--- config.mk ---
export PLATFORM = sky130hd
export DESIGN_NAME = wall_follow_pid_speed_mixer_flat
export DESIGN_NICKNAME = d
export VERILOG_FILES = /design/src/wfpsm_pkg.sv /design/src/wfpsm_ifs.sv /design/src/wall_follow_pid_speed_mixer.sv /design/src/flat_wrapper.sv
export SDC_FILE = /design/constraint.sdc
export NUM_CORES = 2
export LEC_CHECK = 0
export BUFFER_PORTS_ARGS = -buffer_cell sky130_fd_sc_hd__buf_2
export CAP_MARGIN = 5
export CORE_UTILIZATION = 66
export CTS_CLUSTER_DIAMETER = 50
export DETAILED_ROUTE_END_ITERATION = 12
export GPL_ROUTABILITY_DRIVEN = 0
export PLACE_DENSITY_LB_ADDON = 0.08
export SLEW_MARGIN = 10
export SYNTH_ARGS = -nofsm -noshare
export SYNTH_HDL_FRONTEND = slang
export SYNTH_SLANG_ARGS = --single-unit
--- constraint.sdc ---
create_clock -name clk -period 8.4 [get_ports clk]
set_clock_uncertainty 0.2 [all_clocks]
set_input_delay 0.42 -clock clk [delete_from_list [all_inputs] [get_ports clk]]
set_output_delay 0.42 -clock clk [all_outputs]
set_load 0.005 [all_outputs]
--- src/wfpsm_pkg.sv ---
// wfpsm_pkg: widths, register indexes and reset values of the wall-follow pid speed mixer
// no dependencies; used by the channel interfaces and the top level
package wfpsm_pkg;

	localparam int ProxW   = 12;
	localparam int GainW   = 16;
	localparam int SpeedW  = 10;
	localparam int ThreshW = 15;
	localparam int ErrW    = 13;
	localparam int DiffW   = 14;
	localparam int SumW    = 24;
	localparam int DriveW  = 16;
	localparam int WheelW  = 11;
	localparam int CfgIdxW = 3;
	localparam int CfgDatW = 16;

	// configuration register indexes
	typedef enum logic [CfgIdxW-1:0] {
		REG_KP_GAIN         = 3'd0,
		REG_KI_GAIN         = 3'd1,
		REG_KD_GAIN         = 3'd2,
		REG_TARGET_DISTANCE = 3'd3,
		REG_CRUISE_SPEED    = 3'd4,
		REG_TURN_THRESHOLD  = 3'd5,
		REG_SPEED_LIMIT     = 3'd6
	} cfg_reg_t;

	// register reset values
	localparam logic [GainW-1:0]   KpReset     = 16'd256;
	localparam logic [GainW-1:0]   KiReset     = 16'd0;
	localparam logic [GainW-1:0]   KdReset     = 16'd0;
	localparam logic [ProxW-1:0]   TargetReset = 12'd0;
	localparam logic [SpeedW-1:0]  CruiseReset = 10'd0;
	localparam logic [ThreshW-1:0] ThreshReset = 15'd200;
	localparam logic [SpeedW-1:0]  LimitReset  = 10'd1000;

endpackage

--- src/wfpsm_ifs.sv ---
// wfpsm channel interfaces: proximity request in, drive and wheel speed request out
// depends on wfpsm_pkg for field widths
interface wfpsm_prox_if;
	logic                              valid;
	logic                              ready;
	logic [wfpsm_pkg::ProxW-1:0]       prox_value;

	modport source (output valid, output prox_value, input ready);
	modport sink   (input valid, input prox_value, output ready);
endinterface

interface wfpsm_mix_if;
	logic                              valid;
	logic                              ready;
	logic signed [wfpsm_pkg::DriveW-1:0] drive_value;
	logic signed [wfpsm_pkg::WheelW-1:0] left_speed;
	logic signed [wfpsm_pkg::WheelW-1:0] right_speed;

	modport source (output valid, output drive_value, output left_speed, output right_speed,
		input ready);
	modport sink   (input valid, input drive_value, input left_speed, input right_speed,
		output ready);
endinterface

--- src/wall_follow_pid_speed_mixer.sv ---
// wall_follow_pid_speed_mixer: pid drive from a proximity error, mixed into two wheel speeds
// throughput one request per cycle while mix_out.ready does not stall the pipeline
// stages: error and saturating sum, three gain products, drive sum and saturate, wheel mix
// the error state is updated when a request is taken, so back-to-back requests chain exactly
// arst_n clears registers to their reset values, error state to zero and all stage valids
// depends on wfpsm_pkg and wfpsm_ifs
module wall_follow_pid_speed_mixer (
	input  logic                              clk,
	input  logic                              arst_n,
	wfpsm_prox_if.sink                        prox_in,
	wfpsm_mix_if.source                       mix_out,
	input  logic                              cfg_we,
	input  logic [wfpsm_pkg::CfgIdxW-1:0]     cfg_index,
	input  logic [wfpsm_pkg::CfgDatW-1:0]     cfg_wdata
);

	// configuration registers
	logic signed [wfpsm_pkg::GainW-1:0]   kp_q, ki_q, kd_q;
	logic [wfpsm_pkg::ProxW-1:0]          target_q;
	logic [wfpsm_pkg::SpeedW-1:0]         cruise_q, limit_q;
	logic [wfpsm_pkg::ThreshW-1:0]        thresh_q;

	always_ff @(posedge clk or negedge arst_n) begin
		if (!arst_n) begin
			kp_q     <= wfpsm_pkg::KpReset;
			ki_q     <= wfpsm_pkg::KiReset;
			kd_q     <= wfpsm_pkg::KdReset;
			target_q <= wfpsm_pkg::TargetReset;
			cruise_q <= wfpsm_pkg::CruiseReset;
			thresh_q <= wfpsm_pkg::ThreshReset;
			limit_q  <= wfpsm_pkg::LimitReset;
		end else if (cfg_we) begin
			unique case (wfpsm_pkg::cfg_reg_t'(cfg_index))
				wfpsm_pkg::REG_KP_GAIN:         kp_q     <= cfg_wdata;
				wfpsm_pkg::REG_KI_GAIN:         ki_q     <= cfg_wdata;
				wfpsm_pkg::REG_KD_GAIN:         kd_q     <= cfg_wdata;
				wfpsm_pkg::REG_TARGET_DISTANCE: target_q <= cfg_wdata[wfpsm_pkg::ProxW-1:0];
				wfpsm_pkg::REG_CRUISE_SPEED:    cruise_q <= cfg_wdata[wfpsm_pkg::SpeedW-1:0];
				wfpsm_pkg::REG_TURN_THRESHOLD:  thresh_q <= cfg_wdata[wfpsm_pkg::ThreshW-1:0];
				wfpsm_pkg::REG_SPEED_LIMIT:     limit_q  <= cfg_wdata[wfpsm_pkg::SpeedW-1:0];
				default: ;
			endcase
		end
	end

	// stage handshake: each stage loads when empty or when the next one moves on
	logic v_s1, v_s2, v_s3, v_s4;
	logic rdy1, rdy2, rdy3, rdy4;
	logic take;

	assign rdy4 = !v_s4 || mix_out.ready;
	assign rdy3 = !v_s3 || rdy4;
	assign rdy2 = !v_s2 || rdy3;
	assign rdy1 = !v_s1 || rdy2;
	assign prox_in.ready = rdy1;
	assign take = prox_in.valid && rdy1;

	always_ff @(posedge clk or negedge arst_n) begin
		if (!arst_n) begin
			v_s1 <= 1'b0;
			v_s2 <= 1'b0;
			v_s3 <= 1'b0;
			v_s4 <= 1'b0;
		end else begin
			if (rdy1) v_s1 <= prox_in.valid;
			if (rdy2) v_s2 <= v_s1;
			if (rdy3) v_s3 <= v_s2;
			if (rdy4) v_s4 <= v_s3;
		end
	end

	// stage 1: error, derivative term and saturating error sum
	logic signed [wfpsm_pkg::ErrW-1:0]  last_error_q, err_c, err_s1;
	logic signed [wfpsm_pkg::DiffW-1:0] diff_c, diff_s1;
	logic signed [wfpsm_pkg::SumW-1:0]  error_sum_q, sum_c, sum_s1;
	logic signed [wfpsm_pkg::SumW:0]    sum_wide;

	always_comb begin
		err_c    = $signed({1'b0, prox_in.prox_value}) - $signed({1'b0, target_q});
		diff_c   = $signed({err_c[wfpsm_pkg::ErrW-1], err_c})
			- $signed({last_error_q[wfpsm_pkg::ErrW-1], last_error_q});
		sum_wide = $signed({error_sum_q[wfpsm_pkg::SumW-1], error_sum_q})
			+ $signed({{(wfpsm_pkg::SumW+1-wfpsm_pkg::ErrW){err_c[wfpsm_pkg::ErrW-1]}}, err_c});
		if (sum_wide[wfpsm_pkg::SumW] != sum_wide[wfpsm_pkg::SumW-1]) begin
			sum_c = sum_wide[wfpsm_pkg::SumW]
				? {1'b1, {(wfpsm_pkg::SumW-1){1'b0}}}
				: {1'b0, {(wfpsm_pkg::SumW-1){1'b1}}};
		end else begin
			sum_c = sum_wide[wfpsm_pkg::SumW-1:0];
		end
	end

	always_ff @(posedge clk or negedge arst_n) begin
		if (!arst_n) begin
			last_error_q <= '0;
			error_sum_q  <= '0;
		end else if (take) begin
			last_error_q <= err_c;
			error_sum_q  <= sum_c;
		end
	end

	always_ff @(posedge clk) begin
		if (take) begin
			err_s1  <= err_c;
			diff_s1 <= diff_c;
			sum_s1  <= sum_c;
		end
	end

	// stage 2: the three gain products
	logic signed [28:0] prod_p_s2;
	logic signed [39:0] prod_i_s2;
	logic signed [29:0] prod_d_s2;

	always_ff @(posedge clk) begin
		if (rdy2 && v_s1) begin
			prod_p_s2 <= kp_q * err_s1;
			prod_i_s2 <= ki_q * sum_s1;
			prod_d_s2 <= kd_q * diff_s1;
		end
	end

	// stage 3: sum, floor shift by eight and saturate to the drive width
	logic signed [40:0] acc_c;
	logic signed [32:0] quo_c;
	logic signed [wfpsm_pkg::DriveW-1:0] drive_c, drive_s3;

	always_comb begin
		acc_c = $signed({{12{prod_p_s2[28]}}, prod_p_s2})
			+ $signed({prod_i_s2[39], prod_i_s2})
			+ $signed({{11{prod_d_s2[29]}}, prod_d_s2});
		quo_c = acc_c[40:8];
		if (quo_c[32:15] == {18{1'b0}} || quo_c[32:15] == {18{1'b1}}) begin
			drive_c = quo_c[wfpsm_pkg::DriveW-1:0];
		end else begin
			drive_c = quo_c[32] ? {1'b1, {(wfpsm_pkg::DriveW-1){1'b0}}}
				: {1'b0, {(wfpsm_pkg::DriveW-1){1'b1}}};
		end
	end

	always_ff @(posedge clk) begin
		if (rdy3 && v_s2) drive_s3 <= drive_c;
	end

	// stage 4: base speed choice and clamped wheel mix into the result register
	logic [16:0]                         mag_c;
	logic signed [16:0]                  drive_x;
	logic [wfpsm_pkg::SpeedW-1:0]        base_c;
	logic signed [17:0]                  right_w, left_w, lim_p, lim_n;
	logic signed [wfpsm_pkg::WheelW-1:0] right_c, left_c;
	logic signed [wfpsm_pkg::DriveW-1:0] drive_s4;
	logic signed [wfpsm_pkg::WheelW-1:0] left_s4, right_s4;

	always_comb begin
		drive_x = $signed({drive_s3[wfpsm_pkg::DriveW-1], drive_s3});
		mag_c   = drive_s3[wfpsm_pkg::DriveW-1] ? 17'(-drive_x) : 17'(drive_x);
		base_c  = (mag_c > {2'b00, thresh_q}) ? '0 : cruise_q;
		lim_p   = $signed({8'b0, limit_q});
		lim_n   = -lim_p;
		right_w = $signed({8'b0, base_c}) + $signed({drive_x[16], drive_x});
		left_w  = $signed({8'b0, base_c}) - $signed({drive_x[16], drive_x});
		if (right_w > lim_p)      right_c = lim_p[wfpsm_pkg::WheelW-1:0];
		else if (right_w < lim_n) right_c = lim_n[wfpsm_pkg::WheelW-1:0];
		else                      right_c = right_w[wfpsm_pkg::WheelW-1:0];
		if (left_w > lim_p)       left_c = lim_p[wfpsm_pkg::WheelW-1:0];
		else if (left_w < lim_n)  left_c = lim_n[wfpsm_pkg::WheelW-1:0];
		else                      left_c = left_w[wfpsm_pkg::WheelW-1:0];
	end

	always_ff @(posedge clk) begin
		if (rdy4 && v_s3) begin
			drive_s4 <= drive_s3;
			left_s4  <= left_c;
			right_s4 <= right_c;
		end
	end

	// result request
	assign mix_out.valid       = v_s4;
	assign mix_out.drive_value = drive_s4;
	assign mix_out.left_speed  = left_s4;
	assign mix_out.right_speed = right_s4;

endmodule

--- src/flat_wrapper.sv ---
// flat-port wrapper written by rule: the top's interface ports become plain ports
module wall_follow_pid_speed_mixer_flat 
  (clk, arst_n, cfg_we, cfg_index, cfg_wdata, prox_in_valid, prox_in_prox_value, prox_in_ready, mix_out_valid, mix_out_drive_value, mix_out_left_speed, mix_out_right_speed, mix_out_ready);
  wfpsm_prox_if prox_in_i ();
  wfpsm_mix_if mix_out_i ();
  input  logic clk;
  input  logic arst_n;
  input  logic cfg_we;
  input  logic [wfpsm_pkg::CfgIdxW-1:0] cfg_index;
  input  logic [wfpsm_pkg::CfgDatW-1:0] cfg_wdata;
  input wire logic [$bits(prox_in_i.valid)-1:0] prox_in_valid;
  input wire logic [$bits(prox_in_i.prox_value)-1:0] prox_in_prox_value;
  output wire logic [$bits(prox_in_i.ready)-1:0] prox_in_ready;
  output wire logic [$bits(mix_out_i.valid)-1:0] mix_out_valid;
  output wire logic [$bits(mix_out_i.drive_value)-1:0] mix_out_drive_value;
  output wire logic [$bits(mix_out_i.left_speed)-1:0] mix_out_left_speed;
  output wire logic [$bits(mix_out_i.right_speed)-1:0] mix_out_right_speed;
  input wire logic [$bits(mix_out_i.ready)-1:0] mix_out_ready;
  assign prox_in_i.valid = prox_in_valid;
  assign prox_in_i.prox_value = prox_in_prox_value;
  assign prox_in_ready = prox_in_i.ready;
  assign mix_out_valid = mix_out_i.valid;
  assign mix_out_drive_value = mix_out_i.drive_value;
  assign mix_out_left_speed = mix_out_i.left_speed;
  assign mix_out_right_speed = mix_out_i.right_speed;
  assign mix_out_i.ready = mix_out_ready;
  wall_follow_pid_speed_mixer u_core (.clk(clk), .arst_n(arst_n), .prox_in(prox_in_i), .mix_out(mix_out_i), .cfg_we(cfg_we), .cfg_index(cfg_index), .cfg_wdata(cfg_wdata));
endmodule
==> key figures <==
Critical path
  • Critical Path Max Stage Delay: 0.47 ns
  • WP data arrival: 8.03 ns
  • Required @ worst endpoint: 8.56 ns
  • CP Capture Type: register
  • Crit path max fanout: 8
  • Critical path class: register to register
  • Slowest cell on crit path: edfxtp_1
  • Critical Path Start Type: register

Routing
  • ANT nets after route: 0
  • Via count: 34900
  • Total wire length: 121 mm
  • DR iter-0 viols: 2653
  • WL/cell: 20.4 um
  • Detailed-route vias per instance: 5.87
  • Drt first pass iters: 5
  • DRC: 0

Logic synthesis
  • Count of different cell masters after synthesis: 96
  • Register area share after synthesis: 19.3%
  • Post-synth EDFFs: 204
  • Top cells by area, synth: fa_1 34%, edfxtp_1 12%, ha_1 10%
  • Area share of the largest cell type after synthesis: 33.7%
  • Synthesized instance count: 4920
  • Cell with the most instances after synthesis: inv_1
  • Synth Register Bits: 340
  • Most frequent cells after synthesis: 888 x inv_1, 832 x fa_1, 598 x nand2_1
  • Ys async rst share: 40.0%
  • Ys flop type: edfxtp_1
  • Syn Nets: 6202
  • Syn. warnings: 0
  • Cell taking the most area after synthesis: fa_1
  • Mean area per synthesized cell: 10.0 um2
  • Post-Syn Area: 49400 um2

Timing
  • Final Hold Vio Count: 0
  • Slew Limit Fails: 0
  • WHS: 0.0629 ns
  • Final Cycle Share: 93.7%
  • Actual slew at the worst max-slew pin: 1.24 ns
  • Fin crit period: 7.87 ns
  • Final setup fails: 0
  • F_max: 0.127 GHz
  • Slew headroom: 16.9%

Floorplanning
  • Initial core utilization: 67.2%
  • # rows: 99
  • # IOs: 76
  • Die ar.: 75900 um2
  • Core Region: 73500 um2
  • Die Ht: 276 um
  • Die Wd: 276 um

Global routing
  • First-pass GRT wire length: 194 mm
  • Congestion Overflow GR: 0
  • Vias in the first global route: 35800
  • GR Util All Layers: 33.2%
  • Pin count of the biggest net entering global routing: 70
  • Initial antenna violation count: 9

Clocking
  • CTS max path bufs: 3
  • CTS root buffer: clkbuf_16
  • CTS tree: built
  • Clock transition at path regs: 0.06 ns
  • Clock latency on the worst-skew pair: 0.60 ns
  • CTS H-tree depth: 2
  • TritonCTS buffer count: 46
  • CTS Sinks: 340

Placement
  • Port Buffers: 75
  • Dpl hpwl: 96.3 mm

Worst hold path
  • Hold crit path type: input pin to register

Run status
  • Outcome: finished, final reports clean

Run
  • Max cap viols: 0

Final layout
  • Share of layout cells above drive strength 1: 8.49%
  • Nets: 6226
  • Synthesis-to-layout area growth: 6.21%
  • Fillers: 5519
==> stage by stage <==
stage	utilization [%]	instances	area, um2	TNS [ns]	setup WS, ns
floorplan	-	4920	49400	0	0.773
global placement	69.2	5850	50800	0	0.382
detailed placement	69.2	5850	50800	0	0.144
CTS	71.3	5939	52400	0	0.0994
global route	71.4	5940	52400	-0.00499	-0.00499
finish	71.4	5943	52400	0	0.526
==> layout by cell type, fill, tap and decap left out, drive strengths merged, types with 6 or more instances in the layout <==
master  synthesis  final
dfstp          10     10
and2          299    299
xor2           55     55
buf            14    140
mux2          129    129
or3            11     11
o21ai         121    121
ha            414    414
nor3b          12     12
nand2b         78     78
nor4           10     10
clkbuf        154     60
nand2         599    599
a211oi         20     20
a21oi         152    152
o31ai          10     10
a21o           58     58
nand3          38     38
a21boi         12     12
nor2          144    144
dfrtp         126    126
and3           25     25
clkinv          1     12
o211ai         12     12
edfxtp        204    204
nor3           51     51
nand4          16     16
o21a           55     55
nand3b          6      6
nor2b          25     25
fa            832    832
xnor2         157    157
mux2i          11     11
or2            16     16
o21bai         32     32
a31oi          18     18
a211o           6      6
a31o            8      8
inv           888    899
==> worst max-delay path: cells and delay by family (launching register included) <==
family	cells	cell delay (ns)
buffers and inverters	4	0.44
AO/OA/AOI/OAI	15	3.16
flip-flops	1	0.47
AND/OR/NAND/NOR	10	1.82
adder cells (fa/ha/maj)	5	1.42
XOR/XNOR	1	0.09
==> final cells by class <==
| cell class | count | area (um2) | share of cell area (%) |
|---|---|---|---|
| Multi-Input combinational cell | 3523 | 35900 | 68.4 |
| Sequential cell | 340 | 9540 | 18.2 |
| Inverter | 889 | 3340 | 6.37 |
| Clock buffer | 60 | 1290 | 2.46 |
| Tap cell | 959 | 1200 | 2.29 |
| Timing Repair Buffer | 144 | 910 | 1.73 |
| Clock inverter | 25 | 267 | 0.508 |
| Antenna cell | 3 | 7.51 | 0.0143 |
==> kinds of logic (layout without fill, tap and decap cells) <==
group | Yosys count | count (layout) | share of synthesized area, %
AND/OR/NAND/NOR | 1348 | 1348 | 13.4
adder cells (fa/ha/maj) | 1249 | 1249 | 44.3
buffers and inverters | 1057 | 1118 | 8.12
AO/OA/AOI/OAI | 574 | 574 | 7.99
flip-flops | 340 | 340 | 19.3
XOR/XNOR | 212 | 212 | 3.76
multiplexers | 140 | 140 | 3.16
other | 0 | 3 | 0
==> final timing paths <==
path | start | endpoint | slack (ns) | cells past startpoint
hold reg to reg | u_core.v_s1 | u_core.v_s2 | 0.25 | 1
setup reg to reg | u_core.drive_s3[0] | u_core.mix_out.right_speed[5] | 0.53 | 35
min in group asynchronous | arst_n | u_core.limit_q[4] | 0.21 | 2
hold / removal | cfg_wdata[2] | u_core.cruise_q[2] | 0.06 | 3
max in group asynchronous | arst_n | u_core.kd_q[0] | 6.12 | 4
setup / recovery | u_core.drive_s3[0] | u_core.mix_out.right_speed[5] | 0.53 | 35
==> what timing repair did <==
action / 4_1_cts / 5_1_grt
gates resized for setup: 0 / 9
hold buffers: 4 / 0
setup endpoints to repair: 0 / 11
endpoints found under the hold margin: 54 / 0
buffers inserted: 0 / 1
==> metal layers <==
metal / up-vias / global-route usage (%) / wire length, um
met5: - / 0 / 25
li1: 15700 / - / -
met2: 1256 / 54.2 / 57300
met1: 17600 / 45.9 / 50800
met3: 281 / 4.29 / 8430
met4: 4 / 11.8 / 4690
==> flip-flops by register name, indices dropped and copies added, names as in the netlist, 24 cells and up <==
signal / cells
u_core.error_sum_q: 24
u_core.prod_i_s2: 40
u_core.sum_s1: 24
u_core.prod_d_s2: 30
u_core.prod_p_s2: 29
Power is not shown: default switching activity piles up to over one toggle a cycle in this logic, so the estimate is an artifact.
